File: config.mk
export PLATFORM = sky130hd
export DESIGN_NAME = prbm_sequencer
export DESIGN_NICKNAME = d
export VERILOG_FILES = /design/src/rtl/packet_ring_buffer_manager_core_defines.svh /design/src/rtl/prbm_pkg.sv /design/src/rtl/prbm_sequencer.sv
export SDC_FILE = /design/constraint.sdc
export NUM_CORES = 1
export LEC_CHECK = 0
export BUFFER_PORTS_ARGS = -buffer_cell sky130_fd_sc_hd__buf_2
export CORE_ASPECT_RATIO = 1.5
export CORE_MARGIN = 2
export CORE_UTILIZATION = 30
export DETAILED_ROUTE_END_ITERATION = 16
export GPL_TIMING_DRIVEN = 0
export HOLD_SLACK_MARGIN = 0.03
export PLACE_DENSITY = 0.61
export SLEW_MARGIN = 40
export SYNTH_ARGS = -nofsm -noshare
export SYNTH_HDL_FRONTEND = slang
export SYNTH_SLANG_ARGS = --single-unit
File: constraint.sdc
create_clock -name clock -period 2 [get_ports clock]
set_input_delay 0.4 -clock clock [delete_from_list [all_inputs] [get_ports clock]]
set_output_delay 0.4 -clock clock [all_outputs]
set_load 0.05 [all_outputs]
File: src/rtl/packet_ring_buffer_manager_core_defines.svh
// Assertion macros shared by the packet ring buffer manager RTL.
`ifndef PACKET_RING_BUFFER_MANAGER_CORE_DEFINES_SVH
`define PACKET_RING_BUFFER_MANAGER_CORE_DEFINES_SVH

// A condition that must hold at every clock edge outside reset.
`define PRBM_ASSERT_ALWAYS(label, cond, msg) \
   label: assert property (@(posedge clock) disable iff (reset) (cond)) \
      else $error(msg);

// A condition that must hold in the cycle after a trigger.
`define PRBM_ASSERT_NEXT(label, ante, cons, msg) \
   label: assert property (@(posedge clock) disable iff (reset) (ante) |=> (cons)) \
      else $error(msg);

`endif

File: src/rtl/prbm_pkg.sv
// Shared constants, codes and microcode types of the packet ring buffer manager.
package prbm_pkg;

   localparam int KIND_W   = 3;
   localparam int LEN_W    = 16;
   localparam int OFF_W    = 10;
   localparam int BYTE_W   = 8;
   localparam int RING_W   = 11;
   localparam int POFF_W   = 11;
   localparam int PEAK_W   = 11;

   localparam int MEM_BYTES = 1024;
   localparam int MEM_AW    = $clog2(MEM_BYTES);
   localparam int RING_MAX  = MEM_BYTES & ~3;
   localparam int RING_MIN  = 8;
   localparam int IDX_W     = $clog2(RING_MAX);
   localparam int SLOT_W    = LEN_W + 2;

   localparam logic [LEN_W-1:0]  MAX_PACKET_LEN = LEN_W'(65280);
   localparam logic [BYTE_W-1:0] PAD_MARK       = 8'hFF;
   localparam int                HDR_BYTES      = 4;

   typedef enum logic [KIND_W-1:0] {
      KIND_ALLOC  = 3'd0,
      KIND_COMMIT = 3'd1,
      KIND_CLAIM  = 3'd2,
      KIND_FREE   = 3'd3,
      KIND_DWRITE = 3'd4,
      KIND_DREAD  = 3'd5
   } kind_type;

   localparam int STEP_W = 4;

   typedef enum logic [STEP_W-1:0] {
      STEP_ALLOC_EVAL   = 4'd0,
      STEP_ALLOC_PAD    = 4'd1,
      STEP_COMMIT_HI    = 4'd2,
      STEP_COMMIT_LO    = 4'd3,
      STEP_CLAIM_RD     = 4'd4,
      STEP_CLAIM_HDR    = 4'd5,
      STEP_CLAIM_LO     = 4'd6,
      STEP_CLAIM_WRAP   = 4'd7,
      STEP_CLAIM_WRAPHI = 4'd8,
      STEP_FREE_CALC    = 4'd9,
      STEP_FREE_RD      = 4'd10,
      STEP_FREE_SET     = 4'd11,
      STEP_DWRITE       = 4'd12,
      STEP_DREAD        = 4'd13,
      STEP_DREAD_OUT    = 4'd14,
      STEP_FIN          = 4'd15
   } step_type;

   typedef enum logic [2:0] {
      COND_ALWAYS   = 3'd0,
      COND_FLAG     = 3'd1,
      COND_LEN_NZ   = 3'd2,
      COND_RD_EQ_WR = 3'd3,
      COND_IS_PAD   = 3'd4
   } cond_sel_type;

   typedef enum logic [1:0] {
      MEM_IDLE  = 2'd0,
      MEM_READ  = 2'd1,
      MEM_WRITE = 2'd2
   } mem_op_type;

   typedef enum logic [2:0] {
      ADDR_WR      = 3'd0,
      ADDR_WR_NEXT = 3'd1,
      ADDR_RD      = 3'd2,
      ADDR_RD_NEXT = 3'd3,
      ADDR_OFF     = 3'd4,
      ADDR_NXT     = 3'd5
   } addr_sel_type;

   typedef enum logic [1:0] {
      WDATA_PAD    = 2'd0,
      WDATA_LEN_HI = 2'd1,
      WDATA_LEN_LO = 2'd2,
      WDATA_DIN    = 2'd3
   } wdata_sel_type;

   typedef enum logic [3:0] {
      ACT_NONE       = 4'd0,
      ACT_ALLOC_EVAL = 4'd1,
      ACT_WR_ZERO    = 4'd2,
      ACT_WR_NEXT    = 4'd3,
      ACT_PEAK       = 4'd4,
      ACT_CLAIM_HDR  = 4'd5,
      ACT_GRANT_HI   = 4'd6,
      ACT_GRANT_LO   = 4'd7,
      ACT_NXT_CALC   = 4'd8,
      ACT_RD_FREE    = 4'd9,
      ACT_DOUT       = 4'd10
   } action_type;

   typedef struct packed {
      cond_sel_type  cond_sel;
      logic          gated;
      logic          branch;
      step_type      target;
      mem_op_type    mem_op;
      addr_sel_type  addr_sel;
      wdata_sel_type wdata_sel;
      action_type    action;
      logic          done;
   } ctl_word_type;

   typedef struct packed {
      logic flag;
      logic len_nz;
      logic rd_eq_wr;
      logic is_pad;
   } seq_cond_type;

   typedef struct packed {
      logic go;
      logic exec;
      logic finish;
   } seq_ctl_type;

   // Start of the slot after a packet of len bytes at idx; wraps to zero at the ring end.
   function automatic logic [IDX_W-1:0] next_slot(input logic [IDX_W-1:0]  idx,
                                                  input logic [LEN_W-1:0]  len,
                                                  input logic [RING_W-1:0] ring);
      logic [SLOT_W-1:0] sum;
      sum = SLOT_W'(idx) + SLOT_W'(len) + SLOT_W'(HDR_BYTES + 3);
      sum[1:0] = 2'b00;
      return (sum >= SLOT_W'(ring)) ? '0 : sum[IDX_W-1:0];
   endfunction

endpackage

File: src/rtl/prbm_sequencer.sv
// Microcode sequencer: step counter, control store and conditional branching.
module prbm_sequencer import prbm_pkg::*; (
   input  logic              clock,
   input  logic              reset,
   input  logic              start,
   input  logic [KIND_W-1:0] kind,
   input  seq_cond_type      cond,
   input  logic              out_free,
   output ctl_word_type      cw,
   output seq_ctl_type       ctl,
   output logic              busy
);

   step_type pc_ff, pc_in;
   logic     busy_ff, busy_in;
   logic     cond_hit;

   function automatic ctl_word_type ucode(input step_type s);
      ctl_word_type w;
      w = '{cond_sel: COND_ALWAYS, gated: 1'b0, branch: 1'b0, target: STEP_FIN,
            mem_op: MEM_IDLE, addr_sel: ADDR_WR, wdata_sel: WDATA_PAD,
            action: ACT_NONE, done: 1'b0};
      case (s)
         STEP_ALLOC_EVAL: begin
            w.action = ACT_ALLOC_EVAL;
         end
         STEP_ALLOC_PAD: begin
            w.cond_sel  = COND_FLAG;
            w.gated     = 1'b1;
            w.mem_op    = MEM_WRITE;
            w.addr_sel  = ADDR_WR;
            w.wdata_sel = WDATA_PAD;
            w.action    = ACT_WR_ZERO;
            w.done      = 1'b1;
         end
         STEP_COMMIT_HI: begin
            w.cond_sel  = COND_LEN_NZ;
            w.gated     = 1'b1;
            w.mem_op    = MEM_WRITE;
            w.addr_sel  = ADDR_WR;
            w.wdata_sel = WDATA_LEN_HI;
         end
         STEP_COMMIT_LO: begin
            w.cond_sel  = COND_LEN_NZ;
            w.gated     = 1'b1;
            w.mem_op    = MEM_WRITE;
            w.addr_sel  = ADDR_WR_NEXT;
            w.wdata_sel = WDATA_LEN_LO;
            w.action    = ACT_WR_NEXT;
            w.done      = 1'b1;
         end
         STEP_CLAIM_RD: begin
            w.cond_sel = COND_RD_EQ_WR;
            w.branch   = 1'b1;
            w.target   = STEP_FIN;
            w.mem_op   = MEM_READ;
            w.addr_sel = ADDR_RD;
            w.action   = ACT_PEAK;
         end
         STEP_CLAIM_HDR: begin
            w.cond_sel = COND_IS_PAD;
            w.branch   = 1'b1;
            w.target   = STEP_CLAIM_WRAP;
            w.mem_op   = MEM_READ;
            w.addr_sel = ADDR_RD_NEXT;
            w.action   = ACT_CLAIM_HDR;
         end
         STEP_CLAIM_LO: begin
            w.action = ACT_GRANT_LO;
            w.done   = 1'b1;
         end
         STEP_CLAIM_WRAP: begin
            w.cond_sel = COND_RD_EQ_WR;
            w.branch   = 1'b1;
            w.target   = STEP_FIN;
            w.mem_op   = MEM_READ;
            w.addr_sel = ADDR_RD;
         end
         STEP_CLAIM_WRAPHI: begin
            w.branch   = 1'b1;
            w.target   = STEP_CLAIM_LO;
            w.mem_op   = MEM_READ;
            w.addr_sel = ADDR_RD_NEXT;
            w.action   = ACT_GRANT_HI;
         end
         STEP_FREE_CALC: begin
            w.action = ACT_NXT_CALC;
         end
         STEP_FREE_RD: begin
            w.mem_op   = MEM_READ;
            w.addr_sel = ADDR_NXT;
         end
         STEP_FREE_SET: begin
            w.action = ACT_RD_FREE;
            w.done   = 1'b1;
         end
         STEP_DWRITE: begin
            w.mem_op    = MEM_WRITE;
            w.addr_sel  = ADDR_OFF;
            w.wdata_sel = WDATA_DIN;
            w.done      = 1'b1;
         end
         STEP_DREAD: begin
            w.mem_op   = MEM_READ;
            w.addr_sel = ADDR_OFF;
         end
         STEP_DREAD_OUT: begin
            w.action = ACT_DOUT;
            w.done   = 1'b1;
         end
         STEP_FIN: begin
            w.done = 1'b1;
         end
         default: begin
            w.done = 1'b1;
         end
      endcase
      return w;
   endfunction

   function automatic step_type dispatch(input logic [KIND_W-1:0] k);
      step_type s;
      case (kind_type'(k))
         KIND_ALLOC:  s = STEP_ALLOC_EVAL;
         KIND_COMMIT: s = STEP_COMMIT_HI;
         KIND_CLAIM:  s = STEP_CLAIM_RD;
         KIND_FREE:   s = STEP_FREE_CALC;
         KIND_DWRITE: s = STEP_DWRITE;
         KIND_DREAD:  s = STEP_DREAD;
         default:     s = STEP_FIN;
      endcase
      return s;
   endfunction

   assign cw = ucode(pc_ff);

   always_comb begin
      case (cw.cond_sel)
         COND_ALWAYS:   cond_hit = 1'b1;
         COND_FLAG:     cond_hit = cond.flag;
         COND_LEN_NZ:   cond_hit = cond.len_nz;
         COND_RD_EQ_WR: cond_hit = cond.rd_eq_wr;
         COND_IS_PAD:   cond_hit = cond.is_pad;
         default:       cond_hit = 1'b0;
      endcase
   end

   // A final step waits until the output register can take its result.
   always_comb begin
      ctl.go     = busy_ff && (!cw.done || out_free);
      ctl.exec   = ctl.go && (!cw.gated || cond_hit);
      ctl.finish = ctl.go && cw.done;
   end

   always_comb begin
      pc_in   = pc_ff;
      busy_in = busy_ff;
      if (start) begin
         pc_in   = dispatch(kind);
         busy_in = 1'b1;
      end else if (ctl.go) begin
         if (cw.done) begin
            busy_in = 1'b0;
         end else if (cw.branch && cond_hit) begin
            pc_in = cw.target;
         end else begin
            pc_in = step_type'(pc_ff + STEP_W'(1));
         end
      end
   end

   always_ff @(posedge clock) begin
      if (reset) begin
         pc_ff   <= STEP_FIN;
         busy_ff <= 1'b0;
      end else begin
         pc_ff   <= pc_in;
         busy_ff <= busy_in;
      end
   end

   assign busy = busy_ff;

endmodule

Yosys cells after proc, flatten, opt, wreduce, memory -nomap -nowiden
Cells that the tools add are included.
{"block": "op_classes", "mux": 16, "reduce_logical": 21, "n_eq_ne": 25, "addsub": 1}
{"operator": "$pmux W4 S10", "n": 1}
{"operator": "$pmux W5 S7", "n": 1}
{"operator": "$eq A4 B4 Y1 const B", "n": 8}
{"operator": "$pmux W4 S6", "n": 1}
{"operator": "$eq A4 B3 Y1 const B", "n": 4}
{"operator": "$mux W4", "n": 4}
{"operator": "$pmux W5 S3", "n": 1}
{"operator": "$eq A3 B2 Y1 const B", "n": 4}
{"operator": "$pmux W3 S4", "n": 1}
{"operator": "$eq A3 B3 Y1 const B", "n": 3}
{"operator": "$eq A4 B2 Y1 const B", "n": 2}
{"operator": "$reduce_or A2 Y1", "n": 4}
{"operator": "$reduce_or A7 Y1", "n": 1}
{"operator": "$eq A3 B1 Y1 const B", "n": 2}
{"operator": "$logic_not A3 Y1", "n": 2}
{"operator": "$pmux W2 S3", "n": 1}
{"operator": "$mux W1", "n": 5}
{"operator": "$pmux W1 S5", "n": 1}
{"operator": "$add A4 B1 Y4 const B", "n": 1}
{"operator": "$eq A4 B1 Y1 const B", "n": 1}
{"operator": "$logic_and A1 B1 Y1", "n": 4}
{"operator": "$logic_not A4 Y1", "n": 1}
{"operator": "$reduce_and A2 Y1", "n": 2}
{"operator": "$reduce_bool A2 Y1", "n": 2}
{"operator": "other kinds (4)", "n": 6}
{"block": "totals", "wordCells": 65, "register_bits": 5, "input_bits": 11}

Depth between registers and ports, before layout
{"block": "depth", "depth_word": 10, "depth_mapped": 9}

Worst setup path after synthesis
No wires, ideal clock.
{"block": "synth_timing", "path_type": "flip-flop to output port", "startpoint": "reg pc_ff[0]", "endpoint": "out ctl[1] (netlist bit)", "n_path_buf": 0, "path_stages_with_launch": 8, "setup_slack_ns": -1.597, "t_arrival_ns": 3.197, "cell_sequence": "dfxtp_1 -> inv_1 -> ha_1 -> mux2i_1 -> a21oi_1 -> a221o_1 -> o311ai_0 -> a21boi_0"}
{"element": "start: declaration", "line_no": "prbm_sequencer.sv:14", "source": "step_type pc_ff, pc_in;"}
{"element": "start signal: assignment", "line_no": "prbm_sequencer.sv:177", "source": "pc_ff <= pc_in;"}
{"element": "end: declaration", "line_no": "prbm_sequencer.sv:10", "source": "output seq_ctl_type ctl,"}

==> results.tsv <==
stage	metric	value	unit
run_status	run status	finished with violations	
run_status	violated checks	negative setup slack	
worst_hold_path	number of cells on the worst hold path	2	
timing	worst hold slack after final layout	0.400	ns
layout	fraction of final layout cells sized beyond drive strength 1	69.8	%
timing	setup repair after global routing missed its margin	true	
drt	Routed Antenna Nets	0	
setup_path	largest stage delay on the critical path	0.39	ns
placement	weighted congestion at the end of routability-driven global placement	0.869	
drt	post-detailed-route wirelength per cell	16.1	um
drt	Routed WL	3.33	mm
setup_path	ordered list of cells on the worst path	inv_4 > ha_4 > buf_6 > o21ai_2 > a311o_2 > o21a_4 > a21boi_4 > buf_6	
timing	measured slew at the worst slew-check pin	0.647	ns
layout	Layout area overhead	121	%
synthesis	biggest area contributors in the synthesized netlist	sky130_fd_sc_hd__dfxtp_1, sky130_fd_sc_hd__o21ai_0, sky130_fd_sc_hd__a21oi_1	
drt	via-per-instance ratio	5.57	
layout	net count reported at finish	198	
layout	number of filler instances in the final layout	174	
synthesis	Post-synth EDFFs	0	
drt	initial detailed-routing violation count	36	
setup_path	Max FO, Critical Path	5	
global_route	antenna violations before repair	0	
timing	highest achievable clock rate	0.428	GHz
timing	crit path time final	2.34	ns
global_route	final global-route overflow total	0	
worst_hold_path	worst hold path class	in2reg	
worst_hold_path	hold_sp	reset	
drt	DRC violation count after routing	0	
layout	core utilization of the finished layout	71.4	%
power_and_ir_drop	sequential power share	11.9	%
timing	final worst clock skew	0.00141	ns
drt	router iterations before antenna repair	4	
die	floorplan die area	3100	um2
setup_path	critical path startpoint category	register	
setup_path	required time reported for the critical path endpoint	1.60	ns
power_and_ir_drop	leakage power total	0.738	nW
die	Starting Density	32.2	%
clock_tree	Clk pin slew, worst setup/hold paths	0.04	ns
die	number of placement rows	22	
timing	count of endpoints failing hold in the final timing report	0	
timing	Final period util	117	%
global_route	Tot GR Track Use	19.1	%
power_and_ir_drop	Internal Power	0.562	mW
power_and_ir_drop	largest voltage drop on the vdd net	0.449	mV
global_route	vias in the first global route	1018	
die	die boundary height	67.2	um
synthesis	number of distinct library cells after synthesis	45	
clock_tree	CTS Sinks	5	
layout	Reg area	109	um2
timing	pins over their slew limit	0	
setup_path	beginning of the worst register-to-register path	pc_ff[0]$_SDFFE_PP1P_	
setup_path	capturing element type of the critical path	primary output	
setup_path	Worst EP arrival	1.94	ns
global_route	wire length of the first global-routing pass	4.38	mm
clock_tree	clock tree buffer depth	2	
global_route	maximum number of pins on one net before global-route repair	11	
layout	area of the multi-input gates	943	um2
setup_path	Register-to-Register Setup Slack	-0.08	ns
placement	port buffer count	32	
worst_hold_path	terminating pin of the worst hold path	busy$_SDFFE_PP0P_	
setup_path	worst reg2reg endpoint	pc_ff[0]$_SDFFE_PP1P_	
synthesis	number of flip-flops and latches in the synthesized netlist	5	
clock_tree	worst skew pair latency	0.24	ns
timing	Max-Slew Margin vs Limit	56.8	%
setup_path	CP max stage cell	sky130_fd_sc_hd__a311o_2	
power_and_ir_drop	PD cells	624	nW/um2
clock_tree	Clock H-tree levels	1	
placement	DPL Wire Length	1.96	mm
power_and_ir_drop	switching power total	0.540	mW
drt	Via Count	1147	
synthesis	part of the Yosys area used for sequential elements	12.5	%
synthesis	async set or reset register ratio after synthesis	0	%
die	Core Region	2480	um2
layout	number of diodes added for antenna fixing	0	
flow_run	max-cap violations	0	
synthesis	post-synthesis cell count	121	
power_and_ir_drop	portion of total power attributed to combinational logic	77.4	%
timing	Final WS setup	-0.337	ns
timing	Sum Neg Setup Slack	-2.43	ns
clock_tree	cell at the root of the clock tree	sky130_fd_sc_hd__clkbuf_4	
setup_path	type of the worst setup path	reg2out	
synthesis	count of warnings emitted by yosys	0	
power_and_ir_drop	power share of the clock group	10.7	%
synthesis	Synth area leader	sky130_fd_sc_hd__dfxtp_1	
setup_path	number of cells on the worst reg-to-reg path	9	
synthesis	Synth top area share	12.5	%
clock_tree	clock tree from TritonCTS	yes	
synthesis	post-synthesis average cell area	6.60	um2
synthesis	leading register cell type out of synthesis	sky130_fd_sc_hd__dfxtp_1	
power_and_ir_drop	share of total power consumed by net switching	49.0	%
synthesis	post-synth design cell area	798	um2
synthesis	ranking of synthesized cells by instance count	sky130_fd_sc_hd__o21ai_0, sky130_fd_sc_hd__a21oi_1, sky130_fd_sc_hd__inv_1, sky130_fd_sc_hd__nand2_1, sky130_fd_sc_hd__nor2_1	
setup_path	Crit path top cell by count	sky130_fd_sc_hd__buf_6	
synthesis	most frequent cell after synthesis	sky130_fd_sc_hd__o21ai_0	
die	Top Ports	36	
die	Horiz. Die Dim	46.1	um
timing	Setup Viol. Count Final	16	
clock_tree	number of buffers created by CTS	3	
-- flip-flops by register name, indices dropped and copies added (netlist names) --
| register | flops |
|---|---|
| pc_ff | 4 |
| busy | 1 |
-- power by group through the flow --
stage | clock (mW) | sequential, mW | combinational (mW)
finish | 0.118 | 0.132 | 0.853
CTS | 0.121 | 0.126 | 0.684
global placement | 0 | 0.122 | 0.505
floorplan | 0 | 0.126 | 0.407
detailed placement | 0 | 0.123 | 0.509
global route | 0.130 | 0.133 | 0.898
-- what timing repair did --
item,in CTS,in global routing
gates resized for setup,79,49
pin swaps,11,19
buffers inserted,13,13
setup endpoints to repair,23,22
hold buffers,0,0
gates cloned,0,0
-- layout by cell type (no fill, tap or decap), types with 2 or more instances in the layout --
cell,n
sky130_fd_sc_hd__buf_4,21
sky130_fd_sc_hd__buf_8,5
sky130_fd_sc_hd__clkbuf_1,2
sky130_fd_sc_hd__nand2_1,7
sky130_fd_sc_hd__nor2_4,4
sky130_fd_sc_hd__nor2_2,3
sky130_fd_sc_hd__buf_6,25
sky130_fd_sc_hd__nand3_1,2
sky130_fd_sc_hd__o21ai_2,7
sky130_fd_sc_hd__o211ai_1,2
sky130_fd_sc_hd__dfxtp_1,2
sky130_fd_sc_hd__o311ai_4,2
sky130_fd_sc_hd__o21ai_1,5
sky130_fd_sc_hd__nor2_1,4
sky130_fd_sc_hd__nor3_4,2
sky130_fd_sc_hd__conb_1,2
sky130_fd_sc_hd__inv_1,5
sky130_fd_sc_hd__a21oi_2,3
sky130_fd_sc_hd__o21ai_0,2
sky130_fd_sc_hd__inv_4,2
sky130_fd_sc_hd__nor3_1,2
sky130_fd_sc_hd__dfxtp_4,2
sky130_fd_sc_hd__inv_2,4
sky130_fd_sc_hd__nor3_2,2
sky130_fd_sc_hd__ha_4,4
sky130_fd_sc_hd__and2_4,2
sky130_fd_sc_hd__buf_2,14
sky130_fd_sc_hd__clkbuf_4,3
sky130_fd_sc_hd__a21oi_1,6
sky130_fd_sc_hd__o32a_1,2
-- metrics by stage --
stage          total power, mW  setup WS [ns]  area, um2  cells
2_1_floorplan            0.532         -0.278        916    122
3_3_place_gp             0.627         -0.422       1110    178
3_5_place_dp             0.632         -0.421       1110    178
4_1_cts                  0.931         -0.347       1510    195
5_1_grt                   1.16         -0.371       1770    206
6_report                  1.10         -0.337       1770    206
-- worst max path at each step --
| stage | start | end | slack [ns] |
|---|---|---|---|
| 2_1_floorplan | pc_ff[0]$_SDFFE_PP1P_ | ctl[1] | -0.28 |
| 3_3_place_gp | pc_ff[1]$_SDFFE_PP1P_ | ctl[1] | -0.42 |
| 3_5_place_dp | pc_ff[1]$_SDFFE_PP1P_ | ctl[1] | -0.42 |
| 4_1_cts | pc_ff[1]$_SDFFE_PP1P_ | ctl[1] | -0.35 |
| 5_1_grt | pc_ff[0]$_SDFFE_PP1P_ | ctl[1] | -0.37 |
| 6_report | pc_ff[0]$_SDFFE_PP1P_ | ctl[1] | -0.34 |
-- routing by layer --
layer / track usage (%) / vias to the layer above / wire length (um)
met5: 0 / - / 0
met4: 10.7 / 0 / 78
met3: 1.60 / 8 / 89
met2: 35.6 / 35 / 1890
met1: 19.8 / 542 / 1260
li1: - / 562 / -
-- logic make-up (layout without fill, tap and decap cells) --
kind of cell	after synthesis	count (layout)	synth area share [%]
other	1	2	0.470
DFF	5	5	12.5
and+or+nand+nor	40	40	24.5
buffers and inverters	22	82	12.9
muxes	1	1	1.25
xor gates and xnor gates	1	1	1.10
adders and majority gates	5	5	7.52
AOI/OAI and AO/OA	46	46	39.8
-- critical path: cells and delay by family, from the launching register on --
family                     cells  cell delay [ns]
DFF                            1             0.37
AOI/OAI and AO/OA              4             0.77
buffers and inverters          3             0.37
adders and majority gates      1             0.18
-- layout make-up --
| type | count | area share [%] |
|---|---|---|
| tap | 24 | 1.70 |
| timing repair buffer | 56 | 28.2 |
| clock buffer | 4 | 1.49 |
| buffer | 11 | 6.51 |
| sequential | 5 | 6.16 |
| inverter | 11 | 2.62 |
| multi-input combinational | 95 | 53.4 |
Note: power is estimated with default switching activity, not from simulation.
